--- src/rtl/qte_pkg.sv ---
// qte_pkg: shared types, constants and helper functions for the quaternion to euler block
// no dependencies
`timescale 1ns / 1ps

package qte_pkg;

    localparam int QUAT_W     = 18;
    localparam int PROD_W     = 36;
    localparam int SUM_W      = 38;
    localparam int ANG_OUT_W  = 16;
    localparam int ANG_W      = 32;
    localparam int CW         = 41;
    localparam int ARG_W      = 33;
    localparam int RAD_W      = 64;
    localparam int ROOT_W     = 32;
    localparam int REM_W      = 34;
    localparam int SQRT_STEPS = 32;
    localparam int ATAN_LEN   = 24;

    localparam logic signed [SUM_W-1:0]     ONE_Q32      = SUM_W'(64'sd4294967296);
    localparam logic signed [SUM_W-1:0]     NEG_ONE_Q32  = -ONE_Q32;
    localparam logic [ANG_W-1:0]            QUARTER_TURN = 32'h4000_0000;
    localparam logic signed [ANG_OUT_W-1:0] PITCH_SAT    = 16'sd16384;

    // atan(2^-i) in units of 2^-32 turn
    localparam logic [ANG_W-1:0] ATAN_TAB [ATAN_LEN] = '{
        32'h20000000, 32'h12E4051E, 32'h09FB385B, 32'h051111D4,
        32'h028B0D43, 32'h0145D7E1, 32'h00A2F61E, 32'h00517C55,
        32'h0028BE53, 32'h00145F2F, 32'h000A2F98, 32'h000517CC,
        32'h00028BE6, 32'h000145F3, 32'h0000A2FA, 32'h0000517D,
        32'h000028BE, 32'h0000145F, 32'h00000A30, 32'h00000518,
        32'h0000028C, 32'h00000146, 32'h000000A3, 32'h00000051
    };

    typedef struct packed {
        logic signed [CW-1:0] x;
        logic signed [CW-1:0] y;
        logic [ANG_W-1:0]     z;
        logic                 zero;
        logic                 clamp;
        logic                 neg;
    } cordic_t;

    typedef struct packed {
        logic [REM_W-1:0]  rem;
        logic [ROOT_W-1:0] root;
        logic [RAD_W-1:0]  rad;
    } sqrt_t;

    typedef struct packed {
        logic signed [SUM_W-1:0] roll_num;
        logic signed [SUM_W-1:0] roll_den;
        logic signed [SUM_W-1:0] yaw_num;
        logic signed [SUM_W-1:0] yaw_den;
        logic signed [ARG_W-1:0] arg;
        logic                    clamp;
        logic                    neg;
    } side_t;

    // quarter-turn pre-rotation so that x is non-negative
    function automatic cordic_t prerot(input logic signed [CW-1:0] y,
                                       input logic signed [CW-1:0] x);
        cordic_t c;
        c.zero  = (x == '0) && (y == '0);
        c.clamp = 1'b0;
        c.neg   = 1'b0;
        c.x     = x;
        c.y     = y;
        c.z     = '0;
        if (x < 0)
        begin
            if (y >= 0)
            begin
                c.z = QUARTER_TURN;
                c.x = y;
                c.y = -x;
            end
            else
            begin
                c.z = -QUARTER_TURN;
                c.x = -y;
                c.y = x;
            end
        end
        return c;
    endfunction

    function automatic logic signed [ANG_OUT_W-1:0] round_angle(input logic [ANG_W-1:0] z);
        logic [ANG_W-1:0] t;
        t = z + ANG_W'(32768);
        return t[ANG_W-1 -: ANG_OUT_W];
    endfunction

endpackage

--- src/rtl/qte_cordic_cell.sv ---
// qte_cordic_cell: one vectoring rotation of a pipelined cordic arctangent
// depends on qte_pkg
`timescale 1ns / 1ps

module qte_cordic_cell #(
    parameter int STAGE = 0
) (
    input  logic             clk,
    input  logic             en,
    input  qte_pkg::cordic_t c_in,
    output qte_pkg::cordic_t c_out
);
    import qte_pkg::*;

    cordic_t              c_out_reg;
    cordic_t              c_out_next;
    logic signed [CW-1:0] dx;
    logic signed [CW-1:0] dy;

    always_comb
    begin
        dx = c_in.y >>> STAGE;
        dy = c_in.x >>> STAGE;
        c_out_next = c_in;
        if (c_in.y >= 0)
        begin
            c_out_next.x = c_in.x + dx;
            c_out_next.y = c_in.y - dy;
            c_out_next.z = c_in.z + ATAN_TAB[STAGE];
        end
        else
        begin
            c_out_next.x = c_in.x - dx;
            c_out_next.y = c_in.y + dy;
            c_out_next.z = c_in.z - ATAN_TAB[STAGE];
        end
    end

    always_ff @(posedge clk)
    begin
        if (en)
        begin
            c_out_reg <= c_out_next;
        end
    end

    assign c_out = c_out_reg;

endmodule

--- config.mk ---
export PLATFORM = sky130hd
export DESIGN_NAME = qte_cordic_cell
export DESIGN_NICKNAME = d
export VERILOG_FILES = /design/src/rtl/qte_pkg.sv /design/src/rtl/qte_cordic_cell.sv
export SDC_FILE = /design/constraint.sdc
export NUM_CORES = 1
export LEC_CHECK = 0
export BUFFER_PORTS_ARGS = -buffer_cell sky130_fd_sc_hd__buf_2
export CORE_UTILIZATION = 52
export CTS_BUF_LIST = sky130_fd_sc_hd__clkbuf_4
export DETAILED_ROUTE_END_ITERATION = 10
export GPL_ROUTABILITY_DRIVEN = 0
export GPL_TIMING_DRIVEN = 1
export PLACE_DENSITY = 0.82
export SYNTH_ARGS = -nofsm -noshare
export SYNTH_HDL_FRONTEND = slang
export SYNTH_SLANG_ARGS = --single-unit
--- constraint.sdc ---
create_clock -name clk -period 3 [get_ports clk]
set_clock_uncertainty 0.05 [all_clocks]
set_input_delay 0 -clock clk [delete_from_list [all_inputs] [get_ports clk]]
set_output_delay 0 -clock clk [all_outputs]
set_load 0.01 [all_outputs]
== Word-level counts from Yosys, hierarchy flattened ==
Cells that the tools add are included.
Operators by class
  $add $sub $neg: 5
  order comparisons: 1
  multiplexer cells: 1
Operator list (number)
  $mux 114: 1
  $sub 41x41->41: 2
  $add 41x41->41: 1
  $ge 41x1->1 const B: 1
  $add 32x30->32 const B: 1
  $sub 32x30->32 const B: 1
Storage, ports and cells
  flip-flop bits (word level): 117
  input bits: 119
  output and inout bits: 117
  word-level logic and storage cells: 13

== Depth between registers and ports, before layout ==
Gate-level depths: netlist of run 1.
  depth in word-level cells: 2
  mapped depth: 14
  mapped depth without buffers: 13

== Least setup slack after synthesis of run 1 ==
No wires, ideal clock.
  path kind: input -> register
  start point: input port c_in[43] in the netlist's numbering
  end point: register c_out_reg (netlist bit c_out[71]) (data pin)
  setup time: 287 ps
  arrival time: 2515 ps
  data required time: 2663 ps
  path slack: 148 ps
  stages on the path: 13
  path buffers: 1
  cell sequence: inv_1 ha_1 buf_6 or3_1 a211o_1 a31oi_2 o21ai_2 a211o_1 a21oi_2 nor3_1 o21a_1 o41ai_2 a2111oi_2
RTL lines
  from (decl): RTL line qte_cordic_cell.sv:10  | input qte_pkg::cordic_t c_in,
  to (signal assigned): RTL line qte_cordic_cell.sv:43  | c_out_reg <= c_out_next;
  to (decl): RTL line qte_cordic_cell.sv:15  | cordic_t c_out_reg;

==> impl_results.md, run 1 <==
- Maxcap violations: 0
- GRT Total Usage: 0.348
- Flops & latches, synth: 116
- Total Routed Length: 38800 µm
- WL per Instance: 18.8 µm
- Fin worst setup slack: 0.0589 ns
- CP peak stage delay: 0.58 ns
- Final setup TNS: 0 ns
- Post-synth EDFFs: 116
- Setup CP Type: in2reg
- Critical Path, Cell by Cell: dlygate4sd3_1 > buf_2 > ha_1 > dlygate4sd3_1 > buf_4 > a21oi_1 > inv_1 > a31oi_2 > and3_1 > nor2_1 > a2111oi_2 > a21oi_1 > xor2_1
- Synth Instances: 1311
- DR pass1 iterations: 8
- # IOs: 236
- Worst Path Buf+Inv: 5
- Max IR drop VDD: 0.000233 V
- Worst EP arrival: 3.25 ns
- Slowest CP cell: dlygate4sd3_1
- Syn nets: 1554
- TritonCTS clock tree: done
- Rows: 53
- Total Nets Final: 2016
- Worst Path Max Fanout: 4
- Grt total ovfl: 0
- Period Utilization, post-route: 0.980
- Leak Pwr: 7.02 nW
- Setup violations, final: 0
- Largest net degree at the start of global routing: 102
- HPWL Detailed: 29500 µm
- Fraction of layout cells with a size suffix above 1: 0.279
- Vias post-DR: 12400
- Power per cell area: 413 mW/mm²
- Ys flop type: edfxtp_1
- CTS Root Cell: clkbuf_4
- FILL cells: 1639
- Max reg flops: 116
- Die Wd: 148 µm
- Synth async-reset ratio: 0
- Cell variety after synth: 70
- Syn Area/Cell: 8.45 µm²
- Critical Path RT: 3.31 ns
- CTS clk-pin slew, worst paths: 0.14 ns
- Rel. slew slack: 0.252
- Startpoint Class: input port
- Place WS: -0.408 ns
- DRT antenna net count: 0
- Sequential share of the synthesized area: 0.314
- Clk buf depth: 2
- Number of global-route vias before repair: 11900
- Clk sink count: 116
- Hold Crit Class: in2reg
- Final core utilization: 0.709
- Initial antenna violation count: 3
- DIE AREA: 0.0219 mm²
- Cell area after synthesis: 0.0111 mm²
- Highest Clock Rate: 340 MHz
- Minimum clock period: 2.94 ns
- Reg area: 0.00348 mm²
- IO buf count: 235
- Max-slew violation count: 0
- H-Tree Depth: 4
- Worst Max-Slew Pin Slew: 1.12 ns
- Leading area contributor after synthesis: edfxtp_1
- Synthesis Warnings: 0
- 1st-iter DRT viols: 1845
- Die Span Y: 148 µm
- Multi-input logic area: 0.00690 mm²
- Crit end category: flip-flop
- Global-route wire length before repair: 59600 µm
- Detail-routed via count per cell: 6.00
- RSZ-0062 raised after global routing: yes
- Num CTS Buffers: 17
- Synth top area share: 0.314
- Cells taking the most area after synthesis: edfxtp_1, ha_1, a21oi_1
- Final Hold Viols: 0
- Status: finished clean
- # DRC: 0
- Layout area overhead: 34.0%
- Most common cell in the netlist: a21oi_1
- Core ar.: 0.0210 mm²
- Starting density of the core: 0.529
- Top delay family on crit path: buffers and inverters
- Top post-synthesis cells by count: a21oi_1, nor2_1, inv_1
tightest hold or removal path, delay by kind of cell:
kind | cells | cell delay (ns)
adders and majority gates | 1 | 0.15
buffers and inverters | 3 | 0.31
AOI/OAI and AO/OA | 1 | 0.08
power by group:
group	internal, mW	switching (mW)
clock network	0.449	0.822
registers	2.09	0.0689
logic	1.16	1.55
timing repair:
action                     in CTS  in global routing
setup buffers                   0                  0
setup endpoints to repair       0                  9
hold endpoints to repair      104                  0
gates resized for setup         0                 12
hold buffers                   59                  0
kinds of logic after synthesis:
| family | after synthesis | synth area share |
|---|---|---|
| xor+xnor | 76 | 0.0601 |
| mux | 23 | 0.0209 |
| flops | 116 | 0.314 |
| fa+ha+maj | 124 | 0.143 |
| simple gates | 345 | 0.142 |
| compound gates | 439 | 0.253 |
| buf+inv | 188 | 0.0664 |
final cells by class:
cell class	instances	share of cell area
diodes	3	0.000506
flip-flops and latches	116	0.235
inverters	133	0.0336
repair buffers	498	0.224
multi-input cells	1007	0.465
clock buffers	17	0.00860
clock inverters	15	0.0108
well taps	275	0.0232
metal layers:
| layer | wire (µm) | part of all wire | track usage |
|---|---|---|---|
| met1 | 15200 | 0.39 | 0.445 |
| met3 | 4790 | 0.12 | 0.0944 |
| met5 | 13 | 0.00034 | 0 |
| met4 | 1790 | 0.046 | 0.173 |
| met2 | 17000 | 0.44 | 0.540 |
final timing paths:
path	start	end	slack, ns	cells after the start
worst max-delay path	c_in[94]	c_out[72]	0.06	13
worst min-delay path	c_in[36]	c_out[36]	0.04	5
cell usage in the layout, fill, tap and decap left out, types with 14 or more instances in the layout:
| cell | instances |
|---|---|
| a21o_1 | 36 |
| a21oi_1 | 158 |
| buf_2 | 234 |
| buf_4 | 203 |
| clkbuf_4 | 17 |
| dlygate4sd3_1 | 59 |
| edfxtp_1 | 116 |
| ha_1 | 120 |
| inv_1 | 130 |
| mux2i_1 | 22 |
| nand2_1 | 81 |
| nand2b_1 | 15 |
| nand3_1 | 17 |
| nand4_1 | 20 |
| nor2_1 | 132 |
| nor2b_1 | 14 |
| nor3_1 | 27 |
| o21a_1 | 14 |
| o21ai_0 | 83 |
| o21bai_1 | 34 |
| o31ai_1 | 20 |
| xnor2_1 | 64 |
metrics by stage:
stage	area (µm²)	hold WS (ns)	total power, mW	instances
after global routing	14800	0.0289	6.40	2063
final	14800	0.0382	6.14	2064
after floorplan	11100	0.0489	3.59	1311
after CTS	14800	0.00128	6.05	2061
after detailed placement	13900	0.128	4.70	1970
after global placement	13900	0.126	4.64	1970
(Power assumes the default switching activity.)
==> run 2, diff against run 1 <==
--- a/config.mk
+++ b/config.mk
@@ -6,7 +6,7 @@
 export NUM_CORES = 1
 export LEC_CHECK = 0
 export BUFFER_PORTS_ARGS = -buffer_cell sky130_fd_sc_hd__buf_2
-export CORE_UTILIZATION = 52
+export CORE_UTILIZATION = 55
 export CTS_BUF_LIST = sky130_fd_sc_hd__clkbuf_4
 export DETAILED_ROUTE_END_ITERATION = 10
 export GPL_ROUTABILITY_DRIVEN = 0
==> constraint.sdc (replaced) <==
create_clock -name clk -period 3.4 [get_ports clk]
set_clock_uncertainty 0.05 [all_clocks]
set_input_delay 0 -clock clk [delete_from_list [all_inputs] [get_ports clk]]
set_output_delay 0 -clock clk [all_outputs]
set_load 0.01 [all_outputs]
==> run 2 against run 1 <==
  * Combinational power decreased by 23%
  * Count of clock-buffer cells in the layout unchanged
  * Global-route usage decreased by 1.2 points
  * Non-clock buffer count decreased by 161
  * Sequential share of layout area increased by 2.2 points
  * Cell area decreased by 8.6%
  * Cell count decreased by 8.3%
  * Setup slack got worse by 0.0068 ns
  * Largest cell class unchanged
  * Largest power group unchanged
==> impl_results.md, run 2 (synthesis results as in run 1) <==
- DRT antenna net count: 0
- GRT Total Usage: 0.336
- Crit end category: flip-flop
- Final core utilization: 0.693
- Detail-routed via count per cell: 6.08
- Fin cells: 1892
- # DRC: 0
- Int Pwr: 3.14 mW
- Leak Pwr: 6.25 nW
- Rel. slew slack: 0.278
- Design Area, Final: 0.0136 mm²
- CP peak stage delay: 0.52 ns
- Status: finished clean
- Slowest CP cell: dlygate4sd3_1
- P_sw: 2.03 mW
- Critical Path RT: 3.75 ns
- Worst Max-Slew Pin Slew: 1.08 ns
- Fin worst setup slack: 0.0521 ns
- # IOs: 236
- Hold Crit Class: in2reg
- Vias post-DR: 11500
- CTS Root Cell: clkbuf_4
- Highest Clock Rate: 299 MHz
- Max-slew violation count: 0
- Critical Path, Cell by Cell: dlygate4sd3_1 > buf_2 > fa_1 > nor2b_2 > o31a_1 > o211ai_1 > a211oi_2 > buf_4 > o21ai_1 > o31ai_1 > buf_4 > a21oi_1 > mux2i_1 > o41ai_2 > a2111oi_2
- HPWL Detailed: 26600 µm
- Worst Min Path Start: c_in[63]
- Seq pwr share: 0.369
- Num CTS Buffers: 17
- Total power: 5.17 mW
- Placed cell count: 1810
- Clk buf depth: 2
- Period Utilization, post-route: 0.985
- Grt total ovfl: 0
- Crit. Startpoint: c_in[77]
- CTS clk-pin slew, worst paths: 0.16 ns
- WL per Instance: 18.7 µm
- TritonCTS clock tree: done
- Setup violations, final: 0
- Total Nets Final: 1855
- Die Span Y: 144 µm
- 1st-iter DRT viols: 1933
- Total Routed Length: 35300 µm
- Net Sw Frac: 0.392
- H-Tree Depth: 4
- Clk sink count: 116
- Rows: 51
- Most common cell after layout, fill and taps aside: buf_2
- Max reg flops: 116
- Startpoint Class: input port
- Fraction of layout cells with a size suffix above 1: 0.214
- Placed cell areas: 0.0128 mm²
- Global-route wire length before repair: 53500 µm
- IO buf count: 235
- Largest net degree at the start of global routing: 102
- Power per cell area: 381 mW/mm²
- Maxcap violations: 0
- Die Wd: 144 µm
- Clock power frac: 0.226
- Setup CP Type: in2reg
- Place WS: -0.0611 ns
- Max IR drop VDD: 0.000194 V
- Number of global-route vias before repair: 10600
- Minimum clock period: 3.35 ns
- DR pass1 iterations: 9
- Initial antenna violation count: 1
- Final Hold Viols: 0
- DIE AREA: 0.0207 mm²
- Layout area overhead: 22.5%
- RSZ-0062 raised after global routing: no
- Worst Path Max Fanout: 5
- Core ar.: 0.0196 mm²
- Comb pwr share: 0.406
- Most frequent cells in the layout: buf_2, a21oi_1, nor2_1
- Starting density of the core: 0.566
- Most used cell, CP: buf_4
- Worst EP arrival: 3.70 ns
## run 2: final timing paths
kind              cells past startpoint  slack (ns)         end
setup / recovery                     15        0.05   c_out[71]
hold / removal                        5        0.02  c_out[104]
## run 2: layout make-up
class | instances | area, µm²
Multi-Input combinational cell | 1007 | 6870
Fill cell | 1578 | 6010
Sequential cell | 116 | 3480
Timing Repair Buffer | 337 | 2070
Inverter | 133 | 499
Tap cell | 265 | 332
Clock inverter | 15 | 189
Clock buffer | 17 | 128
Antenna cell | 2 | 5.00
## run 2: metrics by stage
step,hold WS [ns],TNS [ns]
final,0.0179,0
after global routing,0.0498,0
after CTS,0.0201,0
after detailed placement,0.128,-0.113
after global placement,0.127,0
after floorplan,0.0489,0
## run 2: power groups by stage
stage	Clock (mW)	Sequential, mW	Combinational [mW]
3_3_place_gp	0	1.94	1.94
4_1_cts	1.18	1.90	2.02
5_1_grt	1.23	1.92	2.25
6_report	1.17	1.91	2.10
2_1_floorplan	0	2.05	1.12
3_5_place_dp	0	1.93	1.96
## run 2: routing by layer
layer / track usage / routed length [µm] / up-vias / share of wire
met2: 0.512 / 15000 / 867 / 0.43
met1: 0.448 / 14300 / 5193 / 0.40
met3: 0.0906 / 4580 / 150 / 0.13
met5: 0 / 0 / - / 0
met4: 0.137 / 1460 / 0 / 0.041
li1: - / - / 5297 / -
## run 2: timing repair
action                                  4_1_cts  5_1_grt
hold endpoints to repair                     47        0
endpoints found under the setup margin        0        2
resized for setup                             0        3
buffers inserted                              0        2
hold buffers                                 46        0
## run 2: worst max-delay path, delay by kind of cell
kind,cells,cell delay (ns)
buf+inv,4,1.02
compound gates,8,2.07
mux,1,0.28
simple gates,1,0.07
fa+ha+maj,1,0.25
