[src/rtl/qte_pkg.sv]
// qte_pkg: shared types, constants and helper functions for the quaternion to euler block
// no dependencies
`timescale 1ns / 1ps

package qte_pkg;

    localparam int QUAT_W     = 18;
    localparam int PROD_W     = 36;
    localparam int SUM_W      = 38;
    localparam int ANG_OUT_W  = 16;
    localparam int ANG_W      = 32;
    localparam int CW         = 41;
    localparam int ARG_W      = 33;
    localparam int RAD_W      = 64;
    localparam int ROOT_W     = 32;
    localparam int REM_W      = 34;
    localparam int SQRT_STEPS = 32;
    localparam int ATAN_LEN   = 24;

    localparam logic signed [SUM_W-1:0]     ONE_Q32      = SUM_W'(64'sd4294967296);
    localparam logic signed [SUM_W-1:0]     NEG_ONE_Q32  = -ONE_Q32;
    localparam logic [ANG_W-1:0]            QUARTER_TURN = 32'h4000_0000;
    localparam logic signed [ANG_OUT_W-1:0] PITCH_SAT    = 16'sd16384;

    // atan(2^-i) in units of 2^-32 turn
    localparam logic [ANG_W-1:0] ATAN_TAB [ATAN_LEN] = '{
        32'h20000000, 32'h12E4051E, 32'h09FB385B, 32'h051111D4,
        32'h028B0D43, 32'h0145D7E1, 32'h00A2F61E, 32'h00517C55,
        32'h0028BE53, 32'h00145F2F, 32'h000A2F98, 32'h000517CC,
        32'h00028BE6, 32'h000145F3, 32'h0000A2FA, 32'h0000517D,
        32'h000028BE, 32'h0000145F, 32'h00000A30, 32'h00000518,
        32'h0000028C, 32'h00000146, 32'h000000A3, 32'h00000051
    };

    typedef struct packed {
        logic signed [CW-1:0] x;
        logic signed [CW-1:0] y;
        logic [ANG_W-1:0]     z;
        logic                 zero;
        logic                 clamp;
        logic                 neg;
    } cordic_t;

    typedef struct packed {
        logic [REM_W-1:0]  rem;
        logic [ROOT_W-1:0] root;
        logic [RAD_W-1:0]  rad;
    } sqrt_t;

    typedef struct packed {
        logic signed [SUM_W-1:0] roll_num;
        logic signed [SUM_W-1:0] roll_den;
        logic signed [SUM_W-1:0] yaw_num;
        logic signed [SUM_W-1:0] yaw_den;
        logic signed [ARG_W-1:0] arg;
        logic                    clamp;
        logic                    neg;
    } side_t;

    // quarter-turn pre-rotation so that x is non-negative
    function automatic cordic_t prerot(input logic signed [CW-1:0] y,
                                       input logic signed [CW-1:0] x);
        cordic_t c;
        c.zero  = (x == '0) && (y == '0);
        c.clamp = 1'b0;
        c.neg   = 1'b0;
        c.x     = x;
        c.y     = y;
        c.z     = '0;
        if (x < 0)
        begin
            if (y >= 0)
            begin
                c.z = QUARTER_TURN;
                c.x = y;
                c.y = -x;
            end
            else
            begin
                c.z = -QUARTER_TURN;
                c.x = -y;
                c.y = x;
            end
        end
        return c;
    endfunction

    function automatic logic signed [ANG_OUT_W-1:0] round_angle(input logic [ANG_W-1:0] z);
        logic [ANG_W-1:0] t;
        t = z + ANG_W'(32768);
        return t[ANG_W-1 -: ANG_OUT_W];
    endfunction

endpackage

[src/rtl/qte_sqrt_cell.sv]
// qte_sqrt_cell: one bit of a pipelined integer square root
// depends on qte_pkg
`timescale 1ns / 1ps

module qte_sqrt_cell (
    input  logic           clk,
    input  logic           en,
    input  qte_pkg::sqrt_t d_in,
    output qte_pkg::sqrt_t d_out
);
    import qte_pkg::*;

    sqrt_t                d_out_reg;
    sqrt_t                d_out_next;
    logic [REM_W+1:0]     cur;
    logic [REM_W+1:0]     trial;
    logic                 ge;

    always_comb
    begin
        cur   = {d_in.rem, d_in.rad[RAD_W-1 -: 2]};
        trial = {2'b00, d_in.root, 2'b01};
        ge    = (cur >= trial);
        d_out_next.rad  = {d_in.rad[RAD_W-3:0], 2'b00};
        d_out_next.root = {d_in.root[ROOT_W-2:0], ge};
        d_out_next.rem  = ge ? REM_W'(cur - trial) : REM_W'(cur);
    end

    always_ff @(posedge clk)
    begin
        if (en)
        begin
            d_out_reg <= d_out_next;
        end
    end

    assign d_out = d_out_reg;

endmodule

[config.mk]
export PLATFORM = sky130hd
export DESIGN_NAME = qte_sqrt_cell
export DESIGN_NICKNAME = d
export VERILOG_FILES = /design/src/rtl/qte_pkg.sv /design/src/rtl/qte_sqrt_cell.sv
export SDC_FILE = /design/constraint.sdc
export NUM_CORES = 1
export LEC_CHECK = 0
export BUFFER_PORTS_ARGS = -buffer_cell sky130_fd_sc_hd__buf_2
export CORE_AREA = 5 5 196 103
export DETAILED_ROUTE_END_ITERATION = 16
export DIE_AREA = 0 0 201 108
export HOLD_SLACK_MARGIN = 0.15
export MAX_ROUTING_LAYER = met4
export PLACE_DENSITY = 0.68
export SYNTH_ARGS = -nofsm -noshare
export SYNTH_HDL_FRONTEND = slang
export SYNTH_SLANG_ARGS = --single-unit
[constraint.sdc]
create_clock -name clk -period 3.65 [get_ports clk]
set_input_delay 0.365 -clock clk [delete_from_list [all_inputs] [get_ports clk]]
set_output_delay 0.365 -clock clk [all_outputs]
set_load 0.05 [all_outputs]
== After elaboration in Yosys (flattened, before gate mapping) ==
Cells that the tools add are included.

* Register bits after elaboration: 128
* Input port bits: 132
* Output and inout bits: 130
* Logic and storage cells: 6

* $add $sub $neg: 1
* Order comparisons: 1
* Mux-type cells: 1

{| class="wikitable"
|+ Operators by type and width
! operator !! number
|-
| $ge 36x34->1 || 1
|-
| $mux 34 || 1
|-
| $sub 34x34->34 || 1
|}

== Logic depth before layout (Yosys ltp) ==
Gate-level depths: netlist of the first run.

* Depth after elaboration: 2
* Depth in mapped cells: 13
* Gate-level depth less buffers: 10

== Least setup slack after synthesis of the first run ==
Ideal clock, no wire load.

* Path kind: input to register
* From: input port d_in[73] in the netlist's numbering
* To: register d_out_reg, in the netlist d_out[123], data pin
* Setup time: 0.260 ns
* Arrival time: 2.364 ns
* Required time: 3.390 ns
* Slack: 1.026 ns
* Stages on the path: 10
* Path buffers: 0
* Path through: inv_1 -> ha_1 -> a21o_1 -> a31o_1 -> a211oi_4 -> o211ai_2 -> a21bo_2 -> mux2i_1 -> o221ai_1 -> mux2_4

{| class="wikitable"
|+ RTL lines
! element !! RTL line !! source
|-
| from (decl) || qte_sqrt_cell.sv:8 || <nowiki>input qte_pkg::sqrt_t d_in,</nowiki>
|-
| to (signal assigned) || qte_sqrt_cell.sv:33 || <nowiki>d_out_reg <= d_out_next;</nowiki>
|-
| to (decl) || qte_sqrt_cell.sv:13 || <nowiki>sqrt_t d_out_reg;</nowiki>
|}

==> metrics.yaml, run 1 <==
p_leak_nw: 4.16
syn_to_final_growth_pct: 49.3
cpPeakStageDelay_ns: 0.52
ys.flop_type: "edfxtp_1"
viasPerCell: 4.71
fmax_ghz: 0.300
clkTransAtPathRegs_ns: 0.06
seq_area_mm2: 0.00384
min_path_cells: 1
ctsHoldBuffers: 92
critical_path_class: "primary input to flip-flop"
syn_area_mm2: 0.00631
clockBufferDepth: 2
synth-xor-area-share_pct: 3.74
outcome: "complete, no violations"
worstPathArrival_ns: 3.50
cts.root.buffer_cell: "clkbuf_16"
hold_path_class: "primary input to flip-flop"
synth_adder_area_share_pct: 6.74
crit_path_end_kind: "flip-flop"
synth.distinct_cells: 62
cts.repair.resized: 0
yosys_warnings: 0
synthSimpleGateAreaFrac_pct: 8.88
worst_pin_slew_ns: 0.558
cp.required_ns: 3.82
synth_top_family_by_area: "compound AO/OA/AOI/OAI gates"
io_buffers: 259
finish.utilization_pct: 51.9
fillCellCount: 1578
hold_end: "d_out[81]$_DFFE_PP_"
async_reset_ff_share_pct: 0
dieArea_mm2: 0.0217
p_per_area_mw_per_mm2: 530
maxSlewViolCount: 0
rsz0062_at_grt: "false"
synth_area_per_cell_um2: 12.5
setup-violations-final: 0
firstDrtPassIters: 5
fin_nets: 1031
critPathLaunchType: "primary input"
grt_max_degree: 53
largest_register_ffs: 128
tns_ns: 0
drt_iter0_drc: 314
cpMaxStageDelayCell: "dlygate4sd3_1"
drive_gt1_share_pct: 36.0
ctsHtreeMaxLevel: 4
antenna_found_initial: 0
multi_input_area_mm2: 0.00222
chipHeight_um: 108
vdd.ir_drop.worst_v: 0.000327
die_x_um: 201
synth_edf_count: 128
grt_pass1_wl_mm: 28.4
gp_congestion: 0.898
cts_tree: "done"
layout_commonest_cell: "buf_2"
via_count: 5269
routed_wl_mm: 18.3
synth_compound_area_share_pct: 14.8
coreArea_mm2: 0.0182
hold_path.startpoint: "d_in[80]"
syn-instance-count: 507
synth_mux_area_share_pct: 0.872
ios: 262
path_cells: "dlygate4sd3_1, buf_2, inv_1, ha_1, nor2b_1, o31a_1, o21ai_0, o211ai_1, a211oi_1, o21a_2, clkinv_2, mux2_4"
dp_hpwl_mm: 13.5
rows: 35
grt_usage_pct: 17.1
cts_sinks: 128
period_needed_ns: 3.33
ys_ff_latch: 128
slew-limit-headroom_pct: 62.4
finalHoldViolations: 0
layout_common_cells: "258 x buf_2, 128 x edfxtp_1, 92 x dlygate4sd3_1"
grt_pass1_vias: 5434
drc: 0
postCtsSetupBuffers: 0
finalPower_mw: 4.99
route.antenna.remaining_nets: 0
drv_cap: 0
numCtsBuffers: 17
yosysSeqAreaShare_pct: 60.9
start_util_pct: 34.7
hold_ws_ns: 0.182
path_max_fanout: 26
grt.overflow.total: 0
finalCritPeriodShare_pct: 91.2
drt-wirelength-per-cell_um: 16.3
-- kinds of logic (layout without fill, tap and decap cells) --
kind of cell / count (synthesis) / after routing
compound gates: 133 / 133
flops: 128 / 128
simple gates: 120 / 120
buf+inv: 59 / 428
fa+ha+maj: 34 / 34
xor+xnor: 27 / 27
mux: 5 / 5
other cells: 1 / 3
-- critical path: cells and delay by family --
family,cells,cell delay [ns]
mux,1,0.32
compound gates,5,1.47
buf+inv,4,0.83
fa+ha+maj,1,0.34
simple gates,1,0.17
-- report_power, final --
group          switching [mW]  total [mW]  internal (mW)  leakage, nW
Combinational           0.918        1.31          0.393         2.60
Clock                   0.690        1.85           1.16        0.308
Sequential             0.0372        1.84           1.80         1.25
-- layer usage --
layer	routed length (µm)	GRT usage [%]	vias up
li1	-	-	2595
met1	7530	19.5	2521
met2	9660	30.5	139
met3	899	4.70	14
met4	166	4.12	0
met5	0	-	-
-- synth_stat cells, types with 2 or more instances --
master / n / area [µm²]
buf_2: 6 / 30.0
o21ai_1: 4 / 20.0
o31a_1: 2 / 17.5
a31oi_1: 4 / 25.0
o221ai_1: 2 / 17.5
nand4_1: 6 / 37.5
and2_2: 2 / 15.0
o31ai_1: 4 / 30.0
nor3_1: 10 / 50.1
clkbuf_1: 4 / 15.0
mux2i_1: 4 / 40.0
and3_1: 2 / 12.5
and3_2: 3 / 22.5
o21a_1: 3 / 22.5
a21boi_0: 2 / 15.0
o211ai_1: 2 / 15.0
and2_1: 3 / 18.8
clkbuf_2: 2 / 10.0
nand2b_1: 5 / 31.3
nand2_1: 58 / 218
xnor2_1: 14 / 123
ha_1: 34 / 425
a31o_1: 2 / 17.5
o41ai_2: 3 / 48.8
o21ai_0: 41 / 205
edfxtp_1: 128 / 3840
buf_4: 2 / 15.0
xor2_1: 13 / 114
nor2_1: 18 / 67.6
a21o_1: 19 / 143
inv_1: 42 / 158
nand3_1: 6 / 30.0
a21oi_1: 28 / 140
-- layout make-up --
| type | instances | share of cell area (%) |
|---|---|---|
| Antenna cell | 1 | 0.0265 |
| Clock buffer | 17 | 4.51 |
| Clock inverter | 14 | 2.20 |
| Inverter | 43 | 1.73 |
| Multi-Input combinational cell | 321 | 23.5 |
| Sequential cell | 128 | 40.8 |
| Tap cell | 240 | 3.19 |
| Timing Repair Buffer | 354 | 24.0 |
-- per-stage QoR --
step | setup slack (ns) | instances | instance area, µm²
3_3_place_gp | 0.469 | 994 | 7870
4_1_cts | 0.343 | 1117 | 9430
3_5_place_dp | 0.436 | 994 | 7870
2_1_floorplan | 1.03 | 508 | 6320
6_report | 0.321 | 1118 | 9430
5_1_grt | 0.0819 | 1117 | 9430
-- worst max-delay path by stage --
stage	startpoint	end	slack, ns
2_1_floorplan	d_in[73]	d_out[123]$_DFFE_PP_	1.03
3_3_place_gp	d_in[74]	d_out[122]$_DFFE_PP_	0.47
3_5_place_dp	d_in[64]	d_out[123]$_DFFE_PP_	0.44
4_1_cts	d_in[64]	d_out[123]$_DFFE_PP_	0.34
5_1_grt	d_in[64]	d_out[123]$_DFFE_PP_	0.08
6_report	d_in[64]	d_out[123]$_DFFE_PP_	0.32
Power figures use the tool's default switching activity.
==> run 2: changes to the inputs <==
--- a/config.mk
+++ b/config.mk
@@ -5,13 +5,14 @@
 export SDC_FILE = /design/constraint.sdc
 export NUM_CORES = 1
 export LEC_CHECK = 0
+export ABC_AREA = 1
 export BUFFER_PORTS_ARGS = -buffer_cell sky130_fd_sc_hd__buf_2
-export CORE_AREA = 5 5 196 103
+export CORE_AREA = 5 5 205 108
 export DETAILED_ROUTE_END_ITERATION = 16
-export DIE_AREA = 0 0 201 108
+export DIE_AREA = 0 0 210 113
 export HOLD_SLACK_MARGIN = 0.15
 export MAX_ROUTING_LAYER = met4
-export PLACE_DENSITY = 0.68
+export PLACE_DENSITY = 0.67
 export SYNTH_ARGS = -nofsm -noshare
 export SYNTH_HDL_FRONTEND = slang
 export SYNTH_SLANG_ARGS = --single-unit
==> run 2 against run 1 <==
Compared with the run above: maximum frequency grew 6.6%; combinational power grew 6%; worst setup slack gained 0.21 ns; die area grew 9.3%; cell count grew 27%; cell area grew 5.7%; global-route usage grew 3.4 points; clock power shrank 9%; critical path depth grew 3; routed wire length grew 31%; synthesized cell count grew 53%; critical path type unchanged; highest routed layer unchanged.
==> metrics.yaml, run 2 <==
drv_cap: 0
cpMaxStageDelayCell: "dlygate4sd3_1"
synthSimpleGateAreaFrac_pct: 23.9
ctsHtreeMaxLevel: 4
slew-limit-headroom_pct: 50.4
synth_mux_area_share_pct: 0
synth_adder_area_share_pct: 6.17
io_buffers: 259
rows: 37
synth-xor-area-share_pct: 2.29
viasPerCell: 4.52
finalPower_mw: 4.90
synth_compound_area_share_pct: 3.21
vdd.ir_drop.worst_v: 0.000325
stdcell_area_mm2: 0.00997
finalCritPeriodShare_pct: 85.6
outcome: "complete, no violations"
tns_ns: 0
ios: 262
clockBufferDepth: 2
clkPwrFrac_pct: 34.2
fin_nets: 1302
drt_iter0_drc: 536
syn_to_final_growth_pct: 44.5
combPwrFrac_pct: 28.4
cts_sinks: 128
die_x_um: 210
grt_pass1_wl_mm: 36.1
path_max_fanout: 37
min_path_cells: 1
async_reset_ff_share_pct: 0
layout_common_cells: "288 x nand2_1, 258 x buf_2, 139 x inv_1"
route.antenna.remaining_nets: 0
cts_tree: "done"
grt_pass1_vias: 6312
postCtsSetupBuffers: 0
worst_pin_slew_ns: 0.744
gp_congestion: 0.967
yosys_warnings: 0
maxSlewViolCount: 0
drc: 0
firstDrtPassIters: 6
critical_path_class: "primary input to flip-flop"
switching_share_pct: 36.2
switching_power_mw: 1.77
worstPathArrival_ns: 3.41
cts.repair.resized: 0
grt_max_degree: 76
ctsHoldBuffers: 89
synthTopCellsByCount: "288 x nand2_1, 139 x inv_1, 128 x edfxtp_1"
setup-violations-final: 0
grt_usage_pct: 20.5
cts.root.buffer_cell: "clkbuf_16"
drt-wirelength-per-cell_um: 16.7
p_leak_nw: 4.98
dieArea_mm2: 0.0237
synth_top_family_by_area: "simple AND/OR/NAND/NOR gates"
largest_register_ffs: 128
crit_top_cell: "nand2_1"
coreArea_mm2: 0.0201
synth_edf_count: 128
layout_commonest_cell: "nand2_1"
clkTransAtPathRegs_ns: 0.06
synth.distinct_cells: 25
placed_cell_area_mm2: 0.00849
dp_hpwl_mm: 18.1
hold_path_class: "primary input to flip-flop"
drive_gt1_share_pct: 26.6
start_util_pct: 34.3
p_seq_share_pct: 37.4
rsz0062_at_grt: "false"
p_per_area_mw_per_mm2: 492
synth_top_area_share_pct: 55.7
chipHeight_um: 113
yosysTopAreaCell: "edfxtp_1"
synth_area_per_cell_um2: 8.90
antenna_found_initial: 3
power_report.internal_total_mw: 3.13
numCtsBuffers: 17
yosysSeqAreaShare_pct: 55.7
critPathLaunchType: "primary input"
syn_area_mm2: 0.00690
finalHoldViolations: 0
path_cells: "dlygate4sd3_1, buf_2, inv_1, ha_1, a21oi_1, nand2_1, nand2_1, nand2_1, a21oi_1, nand2_1, nand2_1, nand2_4, inv_4, nand2_1, nand2_1"
fmax_ghz: 0.320
synthTopCellsByArea: "edfxtp_1 56%, nand2_1 16%, inv_1 7.6%"
period_needed_ns: 3.12
via_count: 6437
yosysMostFrequentCell: "nand2_1"
cpPeakStageDelay_ns: 0.53
grt.overflow.total: 0
ys_ff_latch: 128
crit_path_end_kind: "flip-flop"
cp.required_ns: 3.94
ys.flop_type: "edfxtp_1"
syn-instance-count: 775
routed_wl_mm: 23.9
run 2: worst paths after layout:
kind                   end      from  slack [ns]
max   d_out[100]$_DFFE_PP_  d_in[85]        0.53
min    d_out[79]$_DFFE_PP_  d_in[78]        0.17
run 2: metal layers:
layer | track usage [%] | part of all wire [%] | up-vias
met2 | 27.3 | 39 | 272
met3 | 6.95 | 9.3 | 7
met4 | 2.61 | 0.42 | 0
met1 | 30.7 | 51 | 2960
li1 | - | - | 3198
met5 | - | 0 | -
run 2: cell families after synthesis:
group,Yosys count
AO/OA/AOI/OAI,42
XOR/XNOR,18
adder cells (fa/ha/maj),34
buffers and inverters,148
flip-flops,128
other,1
AND/OR/NAND/NOR,404
run 2: per-stage QoR:
step / utilization (%) / setup slack [ns] / hold slack [ns] / instances
floorplan: - / 1.63 / 0.464 / 776
global placement: 42.3 / 0.713 / 0.542 / 1301
detailed placement: 42.3 / 0.738 / 0.543 / 1301
CTS: 49.6 / 0.618 / 0.158 / 1422
global route: 49.6 / 0.353 / 0.157 / 1425
finish: 49.6 / 0.527 / 0.165 / 1425
run 2: layout make-up:
type | instances | area, µm²
Tap cell | 273 | 342
Timing Repair Buffer | 349 | 2210
Sequential cell | 128 | 3840
Fill cell | 1941 | 10100
Inverter | 140 | 528
Antenna cell | 3 | 7.51
Clock buffer | 17 | 425
Clock inverter | 15 | 149
Multi-Input combinational cell | 500 | 2460
run 2: power groups by stage:
stage | clock network, mW | registers (mW) | logic [mW]
global placement | 0 | 1.86 | 1.29
floorplan | 0 | 2.38 | 0.391
finish | 1.68 | 1.83 | 1.39
global route | 1.79 | 1.85 | 1.48
CTS | 1.72 | 1.83 | 1.38
detailed placement | 0 | 1.86 | 1.30
run 2: critical path, delay by kind of cell:
family / cells / cell delay, ns
AOI/OAI and AO/OA: 2 / 0.57
and+or+nand+nor: 8 / 0.93
adders and majority gates: 1 / 0.37
buffers and inverters: 4 / 1.14
==> run 3: changes to the inputs <==
--- a/config.mk
+++ b/config.mk
@@ -7,12 +7,11 @@
 export LEC_CHECK = 0
 export ABC_AREA = 1
 export BUFFER_PORTS_ARGS = -buffer_cell sky130_fd_sc_hd__buf_2
-export CORE_AREA = 5 5 205 108
+export CORE_AREA = 5 5 211 111
 export DETAILED_ROUTE_END_ITERATION = 16
-export DIE_AREA = 0 0 210 113
+export DIE_AREA = 0 0 216 116
 export HOLD_SLACK_MARGIN = 0.15
-export MAX_ROUTING_LAYER = met4
-export PLACE_DENSITY = 0.67
+export PLACE_DENSITY = 0.61
 export SYNTH_ARGS = -nofsm -noshare
 export SYNTH_HDL_FRONTEND = slang
 export SYNTH_SLANG_ARGS = --single-unit
==> run 3 against run 2 <==
Compared with the run above: cell count grew 0.63%; critical path type unchanged; power grew 3.1%; count of clock-buffer cells in the layout grew 1; critical endpoint is now d_out[98]$_DFFE_PP_; die area grew 5.6%; maximum frequency grew 6.3%; via count shrank 0.96%.
==> metrics.yaml, run 3 (synthesis gave the netlist of run 2 again) <==
outcome: "complete, no violations"
hold_path_class: "primary input to flip-flop"
crit_path_end_kind: "flip-flop"
gp_congestion: 0.927
drt_iter0_drc: 540
io_buffers: 259
stdcell_area_mm2: 0.0101
switching_share_pct: 34.1
combPwrFrac_pct: 27.5
layout_commonest_cell: "nand2_1"
cp.required_ns: 3.83
viasPerCell: 4.45
fin_nets: 1307
vdd.ir_drop.worst_v: 0.000365
dieArea_mm2: 0.0251
chipHeight_um: 116
worst_pin_slew_ns: 0.752
clockBufferDepth: 2
critical_path_class: "primary input to flip-flop"
clkTransAtPathRegs_ns: 0.06
critPathLaunchType: "primary input"
layout_common_cells: "288 x nand2_1, 258 x buf_2, 139 x inv_1"
p_per_area_mw_per_mm2: 502
setup-violations-final: 0
numCtsBuffers: 17
firstDrtPassIters: 6
drc: 0
fillCellCount: 2064
syn_to_final_growth_pct: 46.1
cts.root.buffer_cell: "clkbuf_16"
grt_max_degree: 73
finalPower_mw: 5.05
cts_tree: "done"
fmax_ghz: 0.340
start_util_pct: 32.5
crit_top_cell: "nand2_1"
crit_buf_inv: 4
period_needed_ns: 2.94
drt-wirelength-per-cell_um: 16.2
finalHoldViolations: 0
ios: 262
largest_register_ffs: 128
path_cells: "dlygate4sd3_1, buf_2, inv_1, ha_1, nand2_1, nor2_2, nand2_1, nor2_2, nand2_1, a21oi_2, nor2_1, nand2_4, inv_4, nand2_1, nand2_1"
diodes: 0
tns_ns: 0
dp_hpwl_mm: 17.7
power_report.internal_total_mw: 3.33
routed_wl_mm: 23.2
via_count: 6375
cpMaxStageDelayCell: "dlygate4sd3_1"
path_max_fanout: 37
rsz0062_at_grt: "false"
p_seq_share_pct: 36.1
clkPwrFrac_pct: 36.4
maxSlewViolCount: 0
seq_area_mm2: 0.00384
grt_pass1_wl_mm: 34.9
grt_usage_pct: 18.3
die_x_um: 216
slew-limit-headroom_pct: 49.8
switching_power_mw: 1.72
grt_pass1_vias: 6135
placed_cell_area_mm2: 0.00851
finalCritPeriodShare_pct: 80.5
cts_sinks: 128
ctsHtreeMaxLevel: 4
route.antenna.remaining_nets: 0
antenna_found_initial: 5
path_depth: 15
p_leak_nw: 5.04
min_path_cells: 3
drv_cap: 0
multi_input_area_mm2: 0.00246
worstPathArrival_ns: 3.11
rows: 38
crit_family: "simple AND/OR/NAND/NOR gates"
drive_gt1_share_pct: 26.5
cpPeakStageDelay_ns: 0.53
coreArea_mm2: 0.0213
grt.overflow.total: 0
[run 3: worst paths after layout]
check      start                   end
max     d_in[87]   d_out[98]$_DFFE_PP_
min    d_in[105]  d_out[107]$_DFFE_PP_
[run 3: metal layers]
| metal | up-vias | track usage, % | share of wire [%] | wire (µm) |
|---|---|---|---|---|
| met2 | 243 | 24.1 | 37 | 8670 |
| met1 | 2902 | 28.4 | 53 | 12300 |
| met4 | 10 | 3.81 | 0.58 | 134 |
| met3 | 19 | 6.73 | 8.9 | 2070 |
| met5 | - | 0 | 0.28 | 66 |
| li1 | 3201 | - | - | - |
[run 3: through the flow]
stage	cells	hold slack [ns]	setup slack, ns	util [%]
after global placement	1309	0.542	0.859	40.0
after floorplan	776	0.464	1.63	-
final	1434	0.214	0.713	47.4
after global routing	1434	0.202	0.436	47.4
after CTS	1434	0.182	0.715	47.4
after detailed placement	1309	0.543	0.800	40.0
[run 3: timing repair]
item / CTS / global route
gates resized for setup: 0 / 0
setup buffers: 0 / 0
hold buffers: 93 / 0
endpoints found under the hold margin: 93 / 0
[run 3: worst min-delay path, delay by kind of cell]
family,cells,cell delay [ns]
buffers and inverters,1,0.09
and+or+nand+nor,2,0.09
[run 3: cell type report]
class / instances / share of cell area, %
multi-input cells: 500 / 24.4
flip-flops and latches: 128 / 38.2
clock inverters: 14 / 2.02
well taps: 280 / 3.48
repair buffers: 354 / 22.4
inverters: 140 / 5.24
clock buffers: 18 / 4.26
[run 3: power groups by stage]
stage | registers [mW] | clock network [mW] | logic, mW
CTS | 1.83 | 1.89 | 1.38
floorplan | 2.38 | 0 | 0.391
detailed placement | 1.86 | 0 | 1.30
finish | 1.83 | 1.84 | 1.39
global route | 1.84 | 1.97 | 1.49
global placement | 1.85 | 0 | 1.30
